## config.mk

```make
export PLATFORM = sky130hd
export DESIGN_NAME = spbc_ctrl
export DESIGN_NICKNAME = d
export VERILOG_FILES = /design/src/rtl/spbc_pkg.sv /design/src/rtl/spbc_ctrl.sv
export SDC_FILE = /design/constraint.sdc
export NUM_CORES = 1
export LEC_CHECK = 0
export BUFFER_PORTS_ARGS = -buffer_cell sky130_fd_sc_hd__buf_2
export CAP_MARGIN = 20
export CORE_MARGIN = 1.5
export CORE_UTILIZATION = 50
export CTS_CLUSTER_DIAMETER = 80
export DETAILED_ROUTE_END_ITERATION = 10
export GPL_TIMING_DRIVEN = 0
export PLACE_DENSITY = 0.78
export SYNTH_ARGS = -nofsm -noshare
export SYNTH_HDL_FRONTEND = slang
export SYNTH_SLANG_ARGS = --single-unit
```

## constraint.sdc

```tcl
create_clock -name clock -period 2.55 [get_ports clock]
set_input_delay 0.255 -clock clock [delete_from_list [all_inputs] [get_ports clock]]
set_output_delay 0.255 -clock clock [all_outputs]
set_load 0.01 [all_outputs]
```

## src/rtl/spbc_pkg.sv

```systemverilog
// shared types and constants of the smooth polyline bezier control block
`timescale 1ns / 1ps

package spbc_pkg;

   localparam int OP_W = 5;

   localparam logic [OP_W-1:0] OP_NONE      = 5'd0;
   localparam logic [OP_W-1:0] OP_LATCH     = 5'd1;
   localparam logic [OP_W-1:0] OP_LOAD_A    = 5'd2;
   localparam logic [OP_W-1:0] OP_LOAD_B    = 5'd3;
   localparam logic [OP_W-1:0] OP_DIFF      = 5'd4;
   localparam logic [OP_W-1:0] OP_SQX       = 5'd5;
   localparam logic [OP_W-1:0] OP_SQY       = 5'd6;
   localparam logic [OP_W-1:0] OP_SQRT_STEP = 5'd7;
   localparam logic [OP_W-1:0] OP_LEN_SAVE  = 5'd8;
   localparam logic [OP_W-1:0] OP_DIV_INIT  = 5'd9;
   localparam logic [OP_W-1:0] OP_DIV_STEP  = 5'd10;
   localparam logic [OP_W-1:0] OP_DIV_SAVE  = 5'd11;
   localparam logic [OP_W-1:0] OP_PULL_SR   = 5'd12;
   localparam logic [OP_W-1:0] OP_PULL_MUL  = 5'd13;
   localparam logic [OP_W-1:0] OP_PULL_SAT  = 5'd14;
   localparam logic [OP_W-1:0] OP_EMIT_MOVE = 5'd15;
   localparam logic [OP_W-1:0] OP_EMIT_SEG  = 5'd16;
   localparam logic [OP_W-1:0] OP_COMMIT    = 5'd17;

   localparam int ITER_W    = 6;
   localparam int DIV_STEPS = 17;
   localparam int SMOOTH_W  = 17;
   localparam int WEIGHT_W  = 17;

   localparam logic [SMOOTH_W-1:0] SMOOTH_RESET = 17'd39322;
   localparam logic [WEIGHT_W-1:0] ONE_Q16      = 17'd65536;

   localparam logic [1:0] KIND_MOVE  = 2'd0;
   localparam logic [1:0] KIND_CUBIC = 2'd1;

   typedef struct packed {
      logic [OP_W-1:0] op;
      logic [1:0]      sel;
      logic            run_last;
      logic            curve_last;
   } cmd_type;

   typedef struct packed {
      logic [1:0] seen;
      logic       curve_end;
      logic       out_free;
      logic       iter_last;
   } status_type;

endpackage

```

## src/rtl/spbc_ctrl.sv

```systemverilog
// sequencer state machine for the bezier control datapath
`timescale 1ns / 1ps

module spbc_ctrl (
   input  logic                clock,
   input  logic                reset,
   input  logic                req_valid,
   output logic                req_ready,
   input  spbc_pkg::status_type status,
   output spbc_pkg::cmd_type    cmd
);

   localparam logic [4:0] S_IDLE   = 5'd0;
   localparam logic [4:0] S_PLAN   = 5'd1;
   localparam logic [4:0] S_MOVE   = 5'd2;
   localparam logic [4:0] S_LOADA  = 5'd3;
   localparam logic [4:0] S_LOADB  = 5'd4;
   localparam logic [4:0] S_DIFF   = 5'd5;
   localparam logic [4:0] S_SQX    = 5'd6;
   localparam logic [4:0] S_SQY    = 5'd7;
   localparam logic [4:0] S_SQRT   = 5'd8;
   localparam logic [4:0] S_LSAVE  = 5'd9;
   localparam logic [4:0] S_DIVI   = 5'd10;
   localparam logic [4:0] S_DIV    = 5'd11;
   localparam logic [4:0] S_DSAVE  = 5'd12;
   localparam logic [4:0] S_PSR    = 5'd13;
   localparam logic [4:0] S_PMUL   = 5'd14;
   localparam logic [4:0] S_PSAT   = 5'd15;
   localparam logic [4:0] S_EMIT   = 5'd16;
   localparam logic [4:0] S_COMMIT = 5'd17;

   logic [4:0] state_ff, state_in;
   logic [1:0] k_ff, k_in;
   logic       do_b_ff, do_b_in;
   logic       cur_a_ff, cur_a_in;
   logic       more;

   assign req_ready = (state_ff == S_IDLE);
   assign more      = cur_a_ff && do_b_ff;

   always_comb begin
      state_in       = state_ff;
      k_in           = k_ff;
      do_b_in        = do_b_ff;
      cur_a_in       = cur_a_ff;
      cmd.op         = spbc_pkg::OP_NONE;
      cmd.sel        = k_ff;
      cmd.run_last   = 1'b0;
      cmd.curve_last = 1'b0;
      case (state_ff)
         S_IDLE: begin
            if (req_valid) begin
               cmd.op   = spbc_pkg::OP_LATCH;
               state_in = S_PLAN;
            end
         end
         S_PLAN: begin
            do_b_in = status.curve_end && (status.seen != 2'd0);
            if (status.seen == 2'd0) begin
               state_in = S_MOVE;
            end else if (status.seen inside {2'd2, 2'd3}) begin
               state_in = S_LOADA;
            end else if (status.curve_end) begin
               state_in = S_LOADB;
            end else begin
               state_in = S_COMMIT;
            end
         end
         S_MOVE: begin
            if (status.out_free) begin
               cmd.op         = spbc_pkg::OP_EMIT_MOVE;
               cmd.run_last   = 1'b1;
               cmd.curve_last = status.curve_end;
               state_in       = S_COMMIT;
            end
         end
         S_LOADA: begin
            cmd.op   = spbc_pkg::OP_LOAD_A;
            cur_a_in = 1'b1;
            k_in     = 2'd0;
            state_in = S_DIFF;
         end
         S_LOADB: begin
            cmd.op   = spbc_pkg::OP_LOAD_B;
            cur_a_in = 1'b0;
            k_in     = 2'd0;
            state_in = S_DIFF;
         end
         S_DIFF: begin
            cmd.op   = spbc_pkg::OP_DIFF;
            state_in = S_SQX;
         end
         S_SQX: begin
            cmd.op   = spbc_pkg::OP_SQX;
            state_in = S_SQY;
         end
         S_SQY: begin
            cmd.op   = spbc_pkg::OP_SQY;
            state_in = S_SQRT;
         end
         S_SQRT: begin
            cmd.op = spbc_pkg::OP_SQRT_STEP;
            if (status.iter_last) begin
               state_in = S_LSAVE;
            end
         end
         S_LSAVE: begin
            cmd.op = spbc_pkg::OP_LEN_SAVE;
            if (k_ff == 2'd2) begin
               k_in     = 2'd0;
               state_in = S_DIVI;
            end else begin
               k_in     = k_ff + 2'd1;
               state_in = S_DIFF;
            end
         end
         S_DIVI: begin
            cmd.op   = spbc_pkg::OP_DIV_INIT;
            state_in = S_DIV;
         end
         S_DIV: begin
            cmd.op = spbc_pkg::OP_DIV_STEP;
            if (status.iter_last) begin
               state_in = S_DSAVE;
            end
         end
         S_DSAVE: begin
            cmd.op = spbc_pkg::OP_DIV_SAVE;
            if (k_ff == 2'd1) begin
               k_in     = 2'd0;
               state_in = S_PSR;
            end else begin
               k_in     = 2'd1;
               state_in = S_DIVI;
            end
         end
         S_PSR: begin
            cmd.op   = spbc_pkg::OP_PULL_SR;
            state_in = S_PMUL;
         end
         S_PMUL: begin
            cmd.op   = spbc_pkg::OP_PULL_MUL;
            state_in = S_PSAT;
         end
         S_PSAT: begin
            cmd.op = spbc_pkg::OP_PULL_SAT;
            if (k_ff == 2'd3) begin
               k_in     = 2'd0;
               state_in = S_EMIT;
            end else begin
               k_in     = k_ff + 2'd1;
               state_in = S_PSR;
            end
         end
         S_EMIT: begin
            if (status.out_free) begin
               cmd.op         = spbc_pkg::OP_EMIT_SEG;
               cmd.run_last   = !more;
               cmd.curve_last = !more && status.curve_end;
               state_in       = more ? S_LOADB : S_COMMIT;
            end
         end
         S_COMMIT: begin
            cmd.op   = spbc_pkg::OP_COMMIT;
            state_in = S_IDLE;
         end
         default: begin
            state_in = S_IDLE;
         end
      endcase
   end

   always_ff @(posedge clock) begin
      if (reset) begin
         state_ff <= S_IDLE;
         k_ff     <= 2'd0;
         do_b_ff  <= 1'b0;
         cur_a_ff <= 1'b0;
      end else begin
         state_ff <= state_in;
         k_ff     <= k_in;
         do_b_ff  <= do_b_in;
         cur_a_ff <= cur_a_in;
      end
   end

endmodule

```

---- Word level (Yosys, flattened, before mapping) ----
Index checks and enable logic that the tools add are counted.
storage, ports and cells
  logic and storage cells ................. 69
  register bits ........................... 9
  input bits .............................. 8
operators by class
  reduce and logical (&&, ||, !) cells .... 12
  $add $sub $neg .......................... 1
  equal/unequal tests ..................... 27
  mux-type cells .......................... 25
operators by type and width
  cell                                            count
  one-hot mux 5 bit (17 select lines)             1
  one-hot mux 5 bit (16 select lines)             1
  two-way mux 5 bit                               11
  == test 5 x 4 -> 1 bit (second input constant)  8
  == test 5 x 3 -> 1 bit (second input constant)  4
  == test 5 x 2 -> 1 bit (second input constant)  2
  == test 5 bit (second input constant)           2
  != test 2 bit (second input constant)           5
  == test 2 bit (second input constant)           4
  two-way mux 2 bit                               4
  two-way mux 4 bit                               2
  one-hot mux 2 bit (4 select lines)              1
  nonzero test 2 bit                              3
  == test 5 x 1 -> 1 bit (second input constant)  1
  logical NOT 5 bit                               1
  AND reduction 5 bit                             1
  one-hot mux 2 bit (2 select lines)              1
  nonzero test 4 bit                              1
  logical AND 1 bit                               3
  two-way mux 3 bit                               1
  adder 2 x 1 -> 2 bit (second input constant)    1
  == test 2 x 1 -> 1 bit (second input constant)  1
  logical NOT 2 bit                               1
  two-way mux 1 bit                               2
  3 further kinds                                 3

---- Longest topological paths before layout ----
Gate-level depths: netlist (run 1).
  word-level depth ........................ 5
  gate-level depth with buffers ........... 7
  depth with buffers taken out ............ 7

---- Worst setup path before layout (run 1) ----
No wires, ideal clock.
  kind .................................... reg-to-reg
  from .................................... register state_ff[1]
  to ...................................... register state_ff[4]
  setup slack ............................. 1.030 ns
  stages on the path, launching flop included .. 8
  path buffers ............................ 2
  period minus slack after synthesis ...... 1.520 ns
  data arrival time ....................... 1.450 ns
  cell sequence ........................... dfxtp_1 > buf_4 > buf_6 > nor4_1 > mux2i_1 > nand3_2 > o21bai_1 > a21oi_1
between the ends
  longest elaborated chain between the ends .. 3
  elaborated cells between the ends (all ways) .. 25
  classes of those cells .................. eq/ne: 21; mux: 1; reduce/logical: 3
RTL lines
  item                                                                               line              RTL
  start, declared                                                                    spbc_ctrl.sv:32   logic [4:0] state_ff, state_in;
  start signal, assigned                                                             spbc_ctrl.sv:180  state_ff <= state_in;
  == test 5 x 3 -> 1 bit, or another cell as far along                               spbc_ctrl.sv:50   case (state_ff)
  OR reduction 2 bit (no source line) / != test 2 bit (equally long branches)        --
  one-hot mux 5 bit (16 select lines) / AND reduction 5 bit (equally long branches)  --
Several ways; a longest one is shown, not always the timed one.
A chain may end at the register's enable or synchronous reset.

==> results by group, run 1 <==
CTS
  – Total CTS buffers: 3
  – Post-CTS Resized: 0
  – Root Driver: clkbuf_4
  – Clock sinks: 9
  – CTS tree: done
  – Worst skew pair latency: 0.27 ns
  – Post-CTS Hold Fix Bufs: 0
  – # H-tree levels: 1
  – Max Root-Sink Buffers: 2
  – Clk slew on worst S/H paths: 0.06 ns
  – Setup bufs post-CTS: 0

Logic synthesis
  – Post-synthesis cell area: 0.001023 mm²
  – Synth Warn #: 0
  – Number of synthesized flops with an enable pin: 0
  – Post-synthesis sequential area ratio: 0.1760
  – Syn Nets: 153
  – Ys async rst share: 0
  – Flops & latches, synth: 9
  – Most used DFF post-synth: dfxtp_1
  – Post-Synthesis Cells: 140
  – Syn avg cell area: 7.311 µm²
  – Synth unique cells: 52

Detailed routing
  – Initial DRT Pass Iterations: 7
  – DR vias: 1180
  – Wirelength, routed: 2862 µm
  – Routed WL per cell: 15.39 µm
  – Antenna Violating Nets Remaining: 0
  – Drt first-iter violations: 94
  – Post-route DRC violation count: 0
  – Number of vias per cell: 6.344

Final layout
  – Commonest non-fill, non-tap cells in the layout: 21 x buf_2, 14 x nor2_1, 14 x a21oi_1, 9 x dfxtp_1, 8 x nand2_1
  – Fin nets: 173
  – Number of diodes: 0
  – Area of the multi-input gates: 734.5 µm²
  – Most common cell after layout, fill and taps aside: buf_2
  – Fill count: 200
  – Share of layout cells above drive strength 1: 0.2327
  – Register area: 180.2 µm²
  – Area grow syn2layout: 13.20%
  – Non-Filler Instances: 186

Pwr
  – Power density cells: 804.8 mW/mm²
  – Worst IR Drop VDD: 0.3546 mV
  – Leakage: 0.4680 nW

Worst setup path
  – Startpoint class of the critical path: register
  – WP data required: 2.30 ns
  – Arrival time at the worst endpoint: 1.84 ns
  – CP Max Fanout: 10
  – Setup CP Type: register to output port
  – Crit end category: output port

STA
  – Setup violators final: 0
  – Fin crit period: 2.095 ns
  – Final Hold Slack: 0.3270 ns
  – Setup Total Neg Slack: 0 ns
  – Tcrit/Tclk final: 0.8214
  – Final Hold Viols: 0
  – RSZ-0062 raised after global routing: false
  – Slew Limit Fails: 0
  – Worst slew margin relative to its limit: 0.6947
  – Final Skew: 0.0009637 ns
  – FMAX: 477.4 MHz
  – Final setup margin: 0.4555 ns
  – Slew of the pin with the lowest slew margin: 0.4579 ns

Placement
  – GP Congestion: 0.9328
  – Cell count after placement: 182
  – Pre-CTS WS: 0.8070 ns
  – PortBufs: 15
  – Post-DP HPWL: 2160 µm

Flow run
  – Max Cap Violations: 0

Die
  – Core ar.: 0.001942 mm²
  – Die width: 48.25 µm
  – Die H: 48.25 µm
  – FP Rows: 16
  – I/O pin cnt: 18
  – Starting Density: 0.5271
  – Die area: 0.002328 mm²

Global route
  – Overall routing resource usage: 0.2832
  – First-pass GRT wire length: 4554 µm
  – Initial antenna violation count: 0
  – Vias in the first global route: 1041
  – Largest net degree at the start of global routing: 11
  – Gr ovfl total: 0

Hold path
  – Hold WC Path Type: input port to register

Status
  – Status: finished, final reports clean
[layout make-up]
class / instances / area share
repair buffers: 15 / 0.06479
well taps: 27 / 0.02916
plain buffers: 15 / 0.07127
inverters: 7 / 0.02268
multi-input cells: 109 / 0.6339
flip-flops and latches: 9 / 0.1555
clock buffers: 4 / 0.02268
[critical path: stages, from the launching register on]
cell and delay (ns):
dfxtp_1 0.30, buf_2 0.17, clkbuf_1 0.39, nor2_1 0.14
a21oi_1 0.18, o22ai_1 0.10, and2_1 0.16, buf_2 0.13
[cells in the mapped netlist, types with 2 or more instances]
master    number  share of area
buf_1          2         0.0073
nor4_1         2          0.012
a21oi_1       14          0.068
or4_1          2          0.015
a221oi_1       2          0.017
nor2b_1        5          0.031
nand3_2        2          0.020
nand4_1        2          0.012
o32ai_1        2          0.017
buf_2          6          0.029
ha_1           5          0.061
o21ai_0        4          0.020
o32a_1         2          0.020
a222oi_1       2          0.020
nand3b_1       3          0.022
and2_1         4          0.024
xor2_1         2          0.017
and3_1         2          0.012
nand3_1        2         0.0098
a31oi_1        2          0.012
nor2_1        14          0.051
nor3_1         3          0.015
o21ai_1        2         0.0098
buf_4          3          0.022
clkbuf_1       3          0.011
inv_1          7          0.026
dfxtp_1        9           0.18
nand2_1        8          0.029
[worst paths after layout]
| path | slack (ns) | to | startpoint | cells after the start |
|---|---|---|---|---|
| worst max register to register | 0.84 | state_ff[4] | state_ff[2] | 7 |
| worst max-delay path | 0.46 | cmd[5] | state_ff[2] | 7 |
| worst min register to register | 0.50 | do_b_ff | do_b_ff | 2 |
| worst min-delay path | 0.33 | do_b_ff | status[2] | 3 |
[logic make-up (layout without fill, tap and decap cells)]
family / after synthesis / count (layout) / synth area share
and+or+nand+nor: 57 / 57 / 0.3215
AOI/OAI and AO/OA: 44 / 44 / 0.3081
adders and majority gates: 5 / 5 / 0.06112
muxes: 1 / 1 / 0.009780
DFF: 9 / 9 / 0.1760
xor gates and xnor gates: 2 / 2 / 0.01712
buffers and inverters: 22 / 41 / 0.1064
[routing by layer]
| layer | up-vias | track usage | share of wire | wire length, µm |
|---|---|---|---|---|
| met3 | 11 | 0.05926 | 0.088 | 251 |
| met1 | 540 | 0.3541 | 0.39 | 1116 |
| met5 | - | 0 | 0 | 0 |
| li1 | 557 | - | - | - |
| met4 | 0 | 0.1297 | 0.021 | 61 |
| met2 | 72 | 0.4632 | 0.50 | 1432 |
[state kept, by name (all words and copies together), names as in the netlist]
register,cells
do_b_ff,1
state_ff,5
k_ff,2
cur_a_ff,1
[power breakdown]
group / switching [W] / total (W) / internal [W]
Sequential: 0.0000181 / 0.000182 / 0.000164
Combinational: 0.000379 / 0.000634 / 0.000255
Clock: 0.0000553 / 0.000116 / 0.0000606
Total: 0.000453 / 0.000932 / 0.000480
[stage by stage]
| step | utilization | total power [W] | area (µm²) |
|---|---|---|---|
| floorplan | - | 0.0006559 | 1023 |
| global placement | 0.5831 | 0.0007860 | 1132 |
| detailed placement | 0.5831 | 0.0008044 | 1132 |
| CTS | 0.5966 | 0.0009261 | 1159 |
| global route | 0.5966 | 0.0009990 | 1159 |
| finish | 0.5966 | 0.0009324 | 1159 |
Power figures use the tool's default switching activity.
==> inputs of run 2 (changes only) <==
--- a/config.mk
+++ b/config.mk
@@ -5,14 +5,15 @@
 export SDC_FILE = /design/constraint.sdc
 export NUM_CORES = 1
 export LEC_CHECK = 0
+export ABC_AREA = 1
 export BUFFER_PORTS_ARGS = -buffer_cell sky130_fd_sc_hd__buf_2
 export CAP_MARGIN = 20
 export CORE_MARGIN = 1.5
-export CORE_UTILIZATION = 50
+export CORE_UTILIZATION = 49
 export CTS_CLUSTER_DIAMETER = 80
 export DETAILED_ROUTE_END_ITERATION = 10
 export GPL_TIMING_DRIVEN = 0
-export PLACE_DENSITY = 0.78
+export PLACE_DENSITY = 0.8
 export SYNTH_ARGS = -nofsm -noshare
 export SYNTH_HDL_FRONTEND = slang
 export SYNTH_SLANG_ARGS = --single-unit
==> constraint.sdc (replaced) <==
create_clock -name clock -period 1.9 [get_ports clock]
set_input_delay 0.19 -clock clock [delete_from_list [all_inputs] [get_ports clock]]
set_output_delay 0.19 -clock clock [all_outputs]
set_load 0.01 [all_outputs]
==> run 2 against run 1 <==
  * Via count shrank 8.1%
  * Global-route usage decreased by 4.8 points
  * Sequential power rose by 38%
  * First-iteration DRC count is 44% lower
  * Cell count increased by 11%
  * Critical path depth is 1 lower
  * Wire length fell by 15%
  * Final area down 1.3%
  * Clock power up 34%
==> results by group, run 2 <==
Pwr
  – Part of the power in registers: 0.242 (was 0.196)
  – Worst IR Drop VDD: 0.5785 mV (was 0.3546 mV)
  – Leakage: 0.5754 nW (was 0.4680 nW)
  – Total power: 0.001043 W (was 0.0009324 W)
  – P_sw: 0.0005019 W (was 0.0004526 W)
  – Internal power: 0.0005415 W (was 0.0004798 W)
  – Clk network pwr share: 0.148 (was 0.124)
  – Power density cells: 912.3 mW/mm² (was 804.8 mW/mm²)
  – Sw frac: 0.4810 (was 0.4855)
  – Gate power share: 0.610 (was 0.680)

Die
  – I/O pin cnt: 18 (unchanged)
  – Core ar.: 0.001783 mm² (was 0.001942 mm²)
  – Starting Density: 0.5382 (was 0.5271)
  – FP Rows: 15 (was 16)
  – Die H: 47.26 µm (was 48.25 µm)
  – Die area: 0.002233 mm² (was 0.002328 mm²)
  – Die width: 47.26 µm (was 48.25 µm)

Logic synthesis
  – Post-synthesis sequential area ratio: 0.1877 (was 0.1760)
  – Post-synthesis mux area share: 0 (was 0.009780)
  – Post-Synth Simple-Gate Area: 0.4798 (was 0.3215)
  – Synth unique cells: 29 (was 52)
  – Largest family of logic cells by synthesized area: simple AND/OR/NAND/NOR gates (unchanged)
  – Post-synthesis adder-cell area fraction: 0.06519 (was 0.06112)
  – XOR/XNOR Fraction of Synth Area: 0 (was 0.01711)
  – Syn avg cell area: 6.036 µm² (was 7.311 µm²)
  – Post-synthesis cell area: 959.7 µm² (was 0.001023 mm²)
  – Yosys top cell area share: 0.1877 (was 0.1760)
  – Synth Warn #: 0 (unchanged)
  – Main area contributors after synthesis: dfxtp_1 19%, nand2_1 14%, nor2_1 8.6% (was dfxtp_1 18%, a21oi_1 6.8%, ha_1 6.1%)
  – Post-Synthesis Cells: 159 (was 140)
  – Flops & latches, synth: 9 (unchanged)
  – Top cell type by total area after synthesis: dfxtp_1 (unchanged)
  – Syn Nets: 172 (was 153)
  – Most used DFF post-synth: dfxtp_1 (unchanged)
  – Top cells by count, synth: 37 x nand2_1, 22 x nor2_1, 21 x inv_1, 12 x nand3_1, 9 x dfxtp_1 (was 14 x a21oi_1, 14 x nor2_1, 9 x dfxtp_1, 8 x nand2_1, 7 x inv_1)
  – Synth Area in Compound Gates: 0.1395 (was 0.3081)
  – Ys async rst share: 0 (unchanged)
  – Number of synthesized flops with an enable pin: 0 (unchanged)
  – Most numerous cell in the Yosys netlist: nand2_1

CTS
  – Max Root-Sink Buffers: 2 (unchanged)
  – Worst skew pair latency: 0.27 ns (about the same)
  – Total CTS buffers: 3 (unchanged)
  – CTS tree: done (unchanged)
  – # H-tree levels: 1 (unchanged)
  – Clock sinks: 9 (unchanged)
  – Clk slew on worst S/H paths: 0.07 ns (was 0.06 ns)
  – Root Driver: clkbuf_4 (unchanged)
  – Post-CTS Hold Fix Bufs: 0 (unchanged)

STA
  – Slew of the pin with the lowest slew margin: 0.4675 ns (was 0.4579 ns)
  – Slew Limit Fails: 0 (unchanged)
  – Setup violators final: 0 (unchanged)
  – RSZ-0062 raised after global routing: true (was false)
  – Final Hold Viols: 0 (unchanged)
  – Fin crit period: 1.858 ns
  – Worst slew margin relative to its limit: 0.6854 (was 0.6947)
  – Setup Total Neg Slack: 0 ns (unchanged)
  – Tcrit/Tclk final: 0.9779
  – FMAX: 538.2 MHz
  – Final Skew: 0.006550 ns (was 0.0009637 ns)

Global route
  – Initial antenna violation count: 0 (unchanged)
  – First-pass GRT wire length: 3746 µm (was 4554 µm)
  – Largest net degree at the start of global routing: 11 (unchanged)
  – Gr ovfl total: 0 (unchanged)
  – Overall routing resource usage: 0.2351 (was 0.2832)
  – Vias in the first global route: 896 (was 1041)

Flow run
  – Max Cap Violations: 0 (unchanged)

Worst setup path
  – Worst R2R End: state_ff[3] (was state_ff[4])
  – Startpoint class of the critical path: register (unchanged)
  – CP Max Fanout: 9 (was 10)
  – Arrival time at the worst endpoint: 1.67 ns (was 1.84 ns)
  – R2R cell count: 6 (was 7)
  – RR Startpoint: state_ff[4] (was state_ff[2])
  – Worst R2R Setup Slack: 0.37 ns (was 0.84 ns)
  – Crit end category: output port (unchanged)
  – Setup CP Type: register to output port (unchanged)
  – CP startpoint: state_ff[4] (was state_ff[2])
  – WP data required: 1.71 ns (was 2.30 ns)

Final layout
  – Number of diodes: 0 (unchanged)
  – Fin nets: 195 (was 173)
  – Top Registers: state_ff (5), k_ff (2) (unchanged)
  – Max reg flops: 5 (unchanged)
  – Largest Register: state_ff (unchanged)
  – Non-Filler Instances: 206 (was 186)
  – Share of layout cells above drive strength 1: 0.2707 (was 0.2327)
  – Area grow syn2layout: 19.17% (was 13.20%)
  – Commonest non-fill, non-tap cells in the layout: 36 x nand2_1, 21 x inv_1, 21 x nor2_1, 16 x buf_2, 12 x nand3_1 (was 21 x buf_2, 14 x nor2_1, 14 x a21oi_1, 9 x dfxtp_1, 8 x nand2_1)
  – Most common cell after layout, fill and taps aside: nand2_1 (was buf_2)

Hold path
  – HP Start: status[0] (was status[2])
  – Hold WC Path Type: input port to register (unchanged)
  – Hold path cells: 4 (was 3)
  – Worst hold endpoint: state_ff[0] (was do_b_ff)

Placement
  – Cell count after placement: 200 (was 182)
  – GP Congestion: 0.8881 (was 0.9328)
  – Post-DP HPWL: 1957 µm (was 2160 µm)
  – PortBufs: 16 (was 15)

Detailed routing
  – Drt first-iter violations: 53 (was 94)
  – Number of vias per cell: 5.267 (was 6.344)
  – Post-route DRC violation count: 0 (unchanged)
  – Initial DRT Pass Iterations: 4 (was 7)
  – Routed WL per cell: 11.85 µm (was 15.39 µm)
  – Antenna Violating Nets Remaining: 0 (unchanged)
  – DR vias: 1085 (was 1180)
  – Wirelength, routed: 2441 µm (was 2862 µm)

Status
  – Status: finished, final reports clean (unchanged)
## run 2: changes by cell type after synthesis, sizes merged, moves of 3 or more
cell    before  now
a221oi       3    0
nor3         4    8
nand3        4   14
nor2        14   29
buf         12    3
nor2b        5    0
and2         4    0
a21oi       14    8
inv          7   25
nand2        9   39
clkbuf       3    0
nand3b       3    0
## run 2: area by class of cell
| type | instances | area [µm²] |
|---|---|---|
| inverters | 25 | 96.34 |
| well taps | 25 | 31.28 |
| fillers | 181 | 639.4 |
| clock buffers | 4 | 26.28 |
| multi-input cells | 122 | 671.9 |
| flip-flops and latches | 9 | 183.9 |
| plain buffers | 3 | 26.28 |
| repair buffers | 18 | 107.6 |
## run 2: what timing repair did
action                                  in CTS  in global routing
setup buffers                                0                  2
gates resized for setup                      0                  7
endpoints found under the setup margin       0                  2
## run 2: logic make-up after synthesis
logic type               count (synthesis)
AO/OA/AOI/OAI                           21
adder cells (fa/ha/maj)                  5
buffers and inverters                   28
flip-flops                               9
AND/OR/NAND/NOR                         96
## run 2: worst max-delay path: stages (launching register included)
cell	delay, ns
dfxtp_2	0.35
inv_2	0.17
nand3_1	0.13
nor3_1	0.39
nor3_1	0.14
nand3_1	0.09
buf_2	0.13
## run 2: worst max-delay path by stage
stage | endpoint | slack, ns | cells after the start
after global placement | cmd[0] | 0.35 | 9
after detailed placement | cmd[0] | 0.34 | 9
after floorplan | cmd[0] | 0.47 | 8
final | cmd[5] | 0.04 | 6
after global routing | cmd[8] | -0.005 | 6
after CTS | cmd[0] | 0.05 | 9
## run 2: stage by stage
step	util	hold slack, ns	setup WS, ns	cell area [µm²]
6_report	0.6414	0.2136	0.04205	1144
5_1_grt	0.6414	0.2468	-0.005152	1144
4_1_cts	0.6154	0.2153	0.04636	1097
3_5_place_dp	0.6007	0.4633	0.3381	1071
3_3_place_gp	0.6007	0.4642	0.3497	1071
2_1_floorplan	-	0.3681	0.4742	959.7
## run 2: per-layer routing
| layer | wire [µm] | vias to the layer above | global-route usage | part of all wire |
|---|---|---|---|---|
| met5 | 0 | - | 0 | 0 |
| met4 | 0 | 0 | 0.02222 | 0 |
| met3 | 156 | 0 | 0.08077 | 0.064 |
| met2 | 1195 | 39 | 0.3865 | 0.49 |
| met1 | 1089 | 490 | 0.3075 | 0.45 |
| li1 | - | 556 | - | - |
## run 2: power by group through the flow
stage	Combinational [W]	Sequential, W	Clock [W]
6_report	0.000636	0.000252	0.000155
5_1_grt	0.000696	0.000255	0.000163
2_1_floorplan	0.000425	0.000244	0
3_5_place_dp	0.000562	0.000254	0
4_1_cts	0.000565	0.000250	0.000153
3_3_place_gp	0.000552	0.000252	0
